## src/rtl/core/hmf_pkg.sv

```systemverilog
package hmf_pkg;

    // field widths of the channels
    localparam int SAMPLE_W     = 12;
    localparam int MODE_VALUE_W = 12;
    localparam int MODE_COUNT_W = 20;

    // histogram geometry
    localparam int VALUE_BITS = 12;
    localparam int COUNT_BITS = 20;

    localparam logic [VALUE_BITS-1:0] BIN_LAST  = '1;
    localparam logic [COUNT_BITS-1:0] COUNT_MAX = '1;

    typedef logic [VALUE_BITS-1:0] t_bin_addr;
    typedef logic [COUNT_BITS-1:0] t_count;

    // sequencer states
    typedef enum logic [1:0] {
        ST_CLEAR,
        ST_ACCUM,
        ST_SCAN,
        ST_FINISH
    } t_state;

    // scan stream from the sequencer to the best tracker
    typedef struct packed {
        logic      valid;
        logic      first;
        t_bin_addr addr;
        t_count    count;
        logic      load;
    } t_scan_ctl;

endpackage

```

## src/rtl/core/hmf_if.sv

```systemverilog


// result channel
interface hmf_result_if;
    import hmf_pkg::*;

    logic                    valid;
    logic                    ready;
    logic [MODE_VALUE_W-1:0] mode_value;
    logic [MODE_COUNT_W-1:0] mode_count;

    modport source (output valid, output mode_value, output mode_count, input ready);
    modport sink   (input valid, input mode_value, input mode_count, output ready);
endinterface

```

## src/rtl/core/hmf_best.sv

```systemverilog
module hmf_best (
    input  logic                i_clk,
    input  logic                i_rst_n,
    input  hmf_pkg::t_scan_ctl  i_scan,
    output logic                o_can_load,
    hmf_result_if.source        o_result_ch
);
    import hmf_pkg::*;

    t_bin_addr               r_best_value;
    t_count                  r_best_count;
    logic                    r_out_valid;
    logic [MODE_VALUE_W-1:0] r_mode_value;
    logic [MODE_COUNT_W-1:0] r_mode_count;

    assign o_can_load = !r_out_valid || o_result_ch.ready;

    // running maximum, first bin seeds it, ties keep the lower value
    always_ff @(posedge i_clk) begin
        if (!i_rst_n) begin
            r_best_value <= '0;
            r_best_count <= '0;
        end else if (i_scan.valid && (i_scan.first || (i_scan.count > r_best_count))) begin
            r_best_value <= i_scan.addr;
            r_best_count <= i_scan.count;
        end
    end

    // output register
    always_ff @(posedge i_clk) begin
        if (!i_rst_n) begin
            r_out_valid <= 1'b0;
        end else if (i_scan.load) begin
            r_out_valid <= 1'b1;
        end else if (o_result_ch.ready) begin
            r_out_valid <= 1'b0;
        end
    end

    always_ff @(posedge i_clk) begin
        if (i_scan.load) begin
            r_mode_value <= MODE_VALUE_W'(r_best_value);
            r_mode_count <= MODE_COUNT_W'(r_best_count);
        end
    end

    assign o_result_ch.valid      = r_out_valid;
    assign o_result_ch.mode_value = r_mode_value;
    assign o_result_ch.mode_count = r_mode_count;

endmodule

```

## src/flat_wrapper.sv

```systemverilog
// flat-port wrapper written by rule: the top's interface ports become plain ports
module hmf_best_flat import hmf_pkg::*;
  (i_clk, i_rst_n, i_scan, o_can_load, o_result_ch_valid, o_result_ch_mode_value, o_result_ch_mode_count, o_result_ch_ready);
  hmf_result_if o_result_ch_i ();
  input  logic i_clk;
  input  logic i_rst_n;
  input  hmf_pkg::t_scan_ctl i_scan;
  output logic o_can_load;
  output wire logic [$bits(o_result_ch_i.valid)-1:0] o_result_ch_valid;
  output wire logic [$bits(o_result_ch_i.mode_value)-1:0] o_result_ch_mode_value;
  output wire logic [$bits(o_result_ch_i.mode_count)-1:0] o_result_ch_mode_count;
  input wire logic [$bits(o_result_ch_i.ready)-1:0] o_result_ch_ready;
  assign o_result_ch_valid = o_result_ch_i.valid;
  assign o_result_ch_mode_value = o_result_ch_i.mode_value;
  assign o_result_ch_mode_count = o_result_ch_i.mode_count;
  assign o_result_ch_i.ready = o_result_ch_ready;
  hmf_best u_core (.i_clk(i_clk), .i_rst_n(i_rst_n), .i_scan(i_scan), .o_can_load(o_can_load), .o_result_ch(o_result_ch_i));
endmodule
```

## config.mk

```make
export PLATFORM = sky130hd
export DESIGN_NAME = hmf_best_flat
export DESIGN_NICKNAME = d
export VERILOG_FILES = /design/src/rtl/core/hmf_pkg.sv /design/src/rtl/core/hmf_if.sv /design/src/rtl/core/hmf_best.sv /design/src/flat_wrapper.sv
export SDC_FILE = /design/constraint.sdc
export NUM_CORES = 1
export LEC_CHECK = 0
export BUFFER_PORTS_ARGS = -buffer_cell sky130_fd_sc_hd__buf_2
export CAP_MARGIN = 20
export CORE_UTILIZATION = 35
export CTS_CLUSTER_SIZE = 25
export DETAILED_ROUTE_END_ITERATION = 8
export PLACE_DENSITY = 0.62
export SYNTH_ARGS = -nofsm -noshare
export SYNTH_HDL_FRONTEND = slang
export SYNTH_SLANG_ARGS = --single-unit
```

## constraint.sdc

```tcl
create_clock -name i_clk -period 3.4 [get_ports i_clk]
set_input_delay 0.85 -clock i_clk [delete_from_list [all_inputs] [get_ports i_clk]]
set_output_delay 0.85 -clock i_clk [all_outputs]
set_load 0.01 [all_outputs]
```

=== After elaboration in Yosys (flattened, before gate mapping) ===
Index checks and enable logic that the tools add are counted.

* Bits in writable memories: 0
* Bits in registers: 65
* Bits in read-only memories: 0
* Logic and storage cells: 13
* Bits of input ports: 38
* Output and inout bits: 34
* Memories: 0
* Latch bits: 0

* Magnitude comparators: 1
* Multiplexer cells: 2
* Add/sub/neg operators: 0
* Divide/modulo/power cells: 0
* Equality and inequality tests: 0
* Bitwise logic cells: 0
* Shift-type cells: 0
* Reduce and logical (&&, ||, !) cells: 5
* $mul: 0

{| class="wikitable"
|+ Operators with widths
! cell !! count
|-
| 20-bit greater-than comparator || 1
|-
| 1-bit logical OR || 2
|-
| 1-bit two-way mux || 2
|-
| 2-bit nonzero test || 1
|-
| 1-bit logical AND || 1
|-
| 1-bit zero test || 1
|}

=== Depth between registers and ports, before layout ===
Gate-level depths: netlist of the first run.

* Depth in word-level cells: 3
* Mapped depth: 10
* Depth with buffers taken out: 7

=== Least setup slack after synthesis of the first run ===
No wires, ideal clock.

* Kind: input to register
* From: input i_scan[20] (netlist name)
* To: register u_core.r_best_count[10]
* Setup time: 0.137 ns
* Arrival time: 2.653 ns
* Required time: 3.263 ns
* Stages on the path: 9
* Path slack: 0.610 ns
* Buffers on the path: 3
* Cell sequence: ha_1 -> nand4_2 -> or4_4 -> o31a_1 -> buf_2 -> buf_6 -> buf_6 -> o2111ai_2 -> o2111ai_2

* Cells in the longest elaborated chain, start to end: 3

{| class="wikitable"
|+ Ends and longest elaborated chain
! element !! line !! text
|-
| from (decl) || flat_wrapper.sv:7 || <nowiki>input hmf_pkg::t_scan_ctl i_scan;</nowiki>
|-
| 20-bit greater-than comparator || hmf_best.sv:23 || <nowiki>end else if (i_scan.valid && (i_scan.first || (i_scan.count > r_best_count))) begin</nowiki>
|-
| 1-bit logical OR || hmf_best.sv:23 ||
|-
| 1-bit logical AND || hmf_best.sv:23 ||
|-
| to (signal assigned) || hmf_best.sv:25 || <nowiki>r_best_count <= i_scan.count;</nowiki>
|-
| to (decl) || hmf_best.sv:11 || <nowiki>t_count r_best_count;</nowiki>
|}

No other way between the ends.
A chain may end at the register's enable or synchronous reset.

=== Worst setup path in the final report of the first run ===
* From: input i_scan[20] (netlist name)
* To: register u_core.r_best_count[7]

Same word-level chain as after synthesis.

==> flow_summary.json, run 1 <==
{
  "hold_class": "register to register",
  "final_util": 0.4270,
  "cp_max_fo": 39,
  "antenna_cells": 0,
  "clk_pin_slew_ns": 0.08,
  "dieArea_mm2": 0.01114,
  "setup_viol": 0,
  "crit_arrival_ns": 3.01,
  "cp_cell_sequence": "buf_2 > ha_1 > nand4_2 > or4_4 > o31a_2 > buf_4 > nand4_1 > o2111ai_2",
  "gr-usage-all-layers": 0.1643,
  "synth_edf_count": 32,
  "yosys.area_share.simple": 0.1747,
  "initial_core_util": 0.3618,
  "seqCellArea_mm2": 0.001622,
  "drt_first_pass_iters": 6,
  "numCtsBuffers": 9,
  "hpwlAfterDp_mm": 5.668,
  "synth-xor-area-share": 0,
  "drv_slew": 0,
  "fin_tns_setup_ns": 0,
  "drv_cap": 0,
  "synth_mux_area_frac": 0,
  "place_area_mm2": 0.004219,
  "synth_ff_type": "dfxtp_1",
  "hold_ws_ns": 0.4308,
  "grt_max_degree": 58,
  "post_cts_resized": 0,
  "final_area_mm2": 0.004428,
  "clock_latency_ns": 0.34,
  "rows": 37,
  "crit_required_ns": 3.61,
  "fin_nets": 453,
  "pre_cts_ws_ns": 0.2611,
  "setup_ws_ns": 0.5967,
  "critPathTopFamily": "simple AND/OR/NAND/NOR gates",
  "endpoint_kind": "register",
  "drive_gt1_frac": 0.3600,
  "period_share": 0.8245,
  "fmax_mhz": 356.7,
  "min_period_ns": 2.803,
  "route.vias.total": 3118,
  "synth-adder-area-share": 0.06669,
  "async_reset_ff_frac": 0,
  "pin_count": 72,
  "chipHeight_um": 105.5,
  "worstMarginPinSlew_ns": 0.7782,
  "met3_usage": 0.04082,
  "synth_area_mm2": 0.003752,
  "slowest_delay_ns": 0.59,
  "post_synth.cell_area_avg_um2": 11.00,
  "h-tree-depth": 3,
  "cp-start-kind": "input pin",
  "use_met2": 0.2491,
  "antenna_found_initial": 0,
  "p_per_area_mw_per_mm2": 435.2,
  "synth_area_leaders": "edfxtp_1 (26%), dfxtp_1 (18%), o2111ai_2 (16%)",
  "syn_nets": 399,
  "grt_setup_unrepaired": "false",
  "synth_top_family_by_area": "compound AO/OA/AOI/OAI gates",
  "slew_headroom": 0.4812,
  "clock-skew-final_ns": 0.008069,
  "grt_pass1_wl_mm": 14.52,
  "top_usage_layer": "met2",
  "netlist_instances": 341,
  "syn_to_final_growth_pct": 18.01,
  "clkSinkCount": 65,
  "ys_warn_count": 0,
  "max-vdd-ir-drop_v": 0.0001603,
  "nFillCells": 995,
  "clockBufferDepth": 2,
  "synth_top_cell_area_share": 0.2561,
  "crit_buf_inv": 2,
  "post_synth_num_cell_types": 30,
  "port_buffers": 71,
  "crit_type": "input pin to register",
  "routed_wl_mm": 8.783,
  "status": "finished clean",
  "die_x_um": 105.5,
  "regToRegSetupSlack_ns": 0.83,
  "grtUsageMet1": 0.2251,
  "post_cts_buffers": 0,
  "grt_pass1_vias": 2875,
  "p_leak_nw": 1.566,
  "detail-route-antenna-nets": 0,
  "routed_via_density": 5.817,
  "yosysSeqAreaShare": 0.4321,
  "cts_hold_buf": 0,
  "core_area_mm2": 0.01037,
  "multi_input_area_mm2": 0.001843,
  "final-hold-violation-count": 0,
  "wl_per_cell_um": 16.39,
  "synth_compound_area_frac": 0.2467,
  "cts_tree": "done",
  "ys_ff_latch": 65,
  "slowest_stage": "or4_4",
  "globalplace.congestion": 0.7508,
  "yosysTopAreaCell": "edfxtp_1",
  "initialDrtViolationCount": 195,
  "drc": 0,
  "root_buffer": "clkbuf_8",
  "grt_overflow_total": 0
}
## power breakdown
group	internal, mW	switching, mW	total (mW)
clock network	0.405	0.301	0.706
registers	0.889	0.0291	0.918
logic	0.117	0.186	0.303
## area by class of cell
class / instances / share of cell area
Multi-Input combinational cell: 214 / 0.4162
Sequential cell: 65 / 0.3662
Timing Repair Buffer: 84 / 0.1142
Tap cell: 136 / 0.03843
Clock buffer: 9 / 0.02797
Clock inverter: 7 / 0.01921
Inverter: 21 / 0.01780
## worst paths after layout
path | start | end | depth (start not counted)
setup / recovery | i_scan[20] | u_core.r_best_count[7] | 8
hold / removal | u_core.r_best_value[8] | u_core.o_result_ch.mode_value[8] | 0
hold reg to reg | u_core.r_best_value[8] | u_core.o_result_ch.mode_value[8] | 0
setup reg to reg | u_core.r_best_count[19] | u_core.r_best_count[7] | 8
## placed cells by master, fill, tap and decap left out, types with 9 or more instances in the layout
master,Yosys,layout
buf_4,4,10
edfxtp_1,32,32
o2111ai_1,24,24
inv_1,21,21
dfxtp_1,33,33
nand4_1,36,36
buf_2,5,70
clkbuf_8,0,9
or4_1,32,32
o2111ai_2,40,40
ha_1,20,20
nand2_1,36,36
## cell usage after synthesis, types with 3 or more instances
cell        n
inv_1      21
clkbuf_1   24
o21ai_0     3
nand2_1    36
dfxtp_1    33
ha_1       20
buf_6       6
a21oi_1     7
o2111ai_2  40
o2111ai_1  24
buf_2       5
edfxtp_1   32
or4_1      32
nand4_1    36
buf_4       4
## registers in the layout (all words and copies together) (netlist names)
name	cells
u_core.o_result_ch.valid	1
u_core.o_result_ch.mode_value	12
u_core.r_best_count	20
u_core.o_result_ch.mode_count	20
u_core.r_best_value	12
## metrics by stage
step                std cells  power, mW
floorplan                 341      1.122
global placement          520      1.228
detailed placement        520      1.237
CTS                       536      1.951
global route              536      2.020
finish                    536      1.927
## worst reg2reg max path, delay by kind of cell (launching register included)
family | cells | cell delay (ns)
flip-flops | 1 | 0.36
adder cells (fa/ha/maj) | 1 | 0.30
buffers and inverters | 2 | 0.35
AO/OA/AOI/OAI | 2 | 0.46
AND/OR/NAND/NOR | 3 | 0.97
## per-layer routing
metal	up-vias	wire length, µm
li1	1510	-
met1	1519	4268
met2	79	3992
met3	10	399
met4	0	123
met5	-	0
## cells by family (layout without fill, tap and decap cells)
group / after synthesis / after routing
compound gates: 82 / 82
fa+ha+maj: 20 / 20
buf+inv: 62 / 121
flops: 65 / 65
simple gates: 112 / 112
Power figures use the tool's default switching activity.
==> run 2, diff against run 1 <==
==> constraint.sdc (replaced) <==
create_clock -name i_clk -period 2.75 [get_ports i_clk]
set_input_delay 0.6875 -clock i_clk [delete_from_list [all_inputs] [get_ports i_clk]]
set_output_delay 0.6875 -clock i_clk [all_outputs]
set_load 0.01 [all_outputs]
==> flow_summary.json, run 2 (synthesized netlist as in run 1, its figures left out) <==
{
  "status": "finished clean",
  "routed_wl_mm": 8.593,
  "cp_cell_sequence": "buf_2 > ha_1 > nand4_2 > buf_4 > o21ai_0 > a211o_2 > buf_12 > or4_1 > o2111ai_1",
  "clock_latency_ns": 0.35,
  "layout_commonest_cell": "buf_2",
  "wl_per_cell_um": 15.65,
  "cts_hold_buf": 0,
  "rr_startpoint": "u_core.r_best_count[19]",
  "clkSinkCount": 65,
  "setup_viol": 0,
  "hpwlAfterDp_mm": 5.752,
  "syn_to_final_growth_pct": 23.34,
  "p_per_area_mw_per_mm2": 569.3,
  "route.vias.total": 3136,
  "crit_arrival_ns": 2.71,
  "final_area_mm2": 0.004628,
  "slew_headroom": 0.5047,
  "clock-skew-final_ns": 0.007882,
  "pin_count": 72,
  "endpoint_kind": "register",
  "worstMarginPinSlew_ns": 0.7430,
  "rows": 37,
  "globalplace.congestion": 0.7346,
  "post_cts_buffers": 0,
  "period_share": 0.8899,
  "crit_buf_inv": 3,
  "slowest_stage": "or4_1",
  "antenna_found_initial": 1,
  "grt_pass1_wl_mm": 14.11,
  "crit_type": "input pin to register",
  "fin_nets": 465,
  "drv_cap": 0,
  "drive_gt1_frac": 0.3835,
  "h-tree-depth": 3,
  "initialDrtViolationCount": 114,
  "dieArea_mm2": 0.01114,
  "slowest_delay_ns": 0.54,
  "final_cell_mix": "buf_2 (70), o2111ai_2 (40), nand4_1 (36), nand2_1 (36), dfxtp_1 (33)",
  "hold_start": "u_core.r_best_value[8]",
  "fin_tns_setup_ns": 0,
  "clk_pin_slew_ns": 0.07,
  "drv_slew": 0,
  "min_period_ns": 2.447,
  "initial_core_util": 0.3618,
  "critPathTopFamily": "simple AND/OR/NAND/NOR gates",
  "root_buffer": "clkbuf_8",
  "setup_ws_ns": 0.3029,
  "grt_setup_unrepaired": "false",
  "cts_tree": "done",
  "final_util": 0.4463,
  "final-hold-violation-count": 0,
  "finalNonFillerCells": 549,
  "port_buffers": 71,
  "pre_cts_ws_ns": -0.04531,
  "grt_max_degree": 49,
  "crit_required_ns": 3.01,
  "cp_max_fo": 41,
  "detail-route-antenna-nets": 0,
  "startpoint": "i_scan[20]",
  "clockBufferDepth": 2,
  "drt_first_pass_iters": 4,
  "place_area_mm2": 0.004359,
  "gr-usage-all-layers": 0.1599,
  "dpl.cell_count": 532,
  "numCtsBuffers": 9,
  "die_x_um": 105.5,
  "post_cts_resized": 0,
  "routed_via_density": 5.712,
  "grt_overflow_total": 0,
  "core_area_mm2": 0.01037,
  "max-vdd-ir-drop_v": 0.0002479,
  "p_leak_nw": 1.668,
  "fmax_mhz": 408.6,
  "chipHeight_um": 105.5,
  "hold_class": "register to register",
  "grt_pass1_vias": 2991,
  "cp-start-kind": "input pin",
  "drc": 0
}
## run 2: changes by cell type in the layout (fill, tap and decap cells not counted), sizes merged
cell / previous run / this run
clkinvlp: 1 / 0
diode: 0 / 1
clkinv: 4 / 3
buf: 84 / 96
bufinv: 2 / 4
## run 2: worst paths after layout
path                                      endpoint  slack (ns)  cells past startpoint
setup / recovery            u_core.r_best_value[8]        0.30                      9
hold / removal    u_core.o_result_ch.mode_value[8]        0.43                      0
setup reg to reg            u_core.r_best_count[8]        0.38                      8
hold reg to reg   u_core.o_result_ch.mode_value[8]        0.43                      0
## run 2: routing by layer
metal	GRT usage	vias to the layer above	wire, µm
li1	-	1532	-
met1	0.2043	1514	4000
met2	0.2533	74	3986
met3	0.03958	16	405
met4	0.07540	0	200
met5	0	-	0
## run 2: through the flow
step	power, mW	hold WS (ns)
floorplan	1.387	0.4081
global placement	1.546	0.4150
detailed placement	1.559	0.4167
CTS	2.660	0.4354
global route	2.742	0.4476
finish	2.635	0.4348
## run 2: where the power goes
group | total, mW | internal (mW) | switching (mW)
logic | 0.403 | 0.169 | 0.234
registers | 1.13 | 1.10 | 0.0354
clock network | 1.10 | 0.695 | 0.402
total | 2.63 | 1.96 | 0.672
## run 2: cell type report
cell class	instances	area (µm²)
multi-input combinational	214	1843
antenna	1	2.502
timing repair buffer	96	645.6
inverter	21	78.83
tap	136	170.2
clock buffer	9	123.9
sequential	65	1622
fill	974	5742
clock inverter	7	142.6
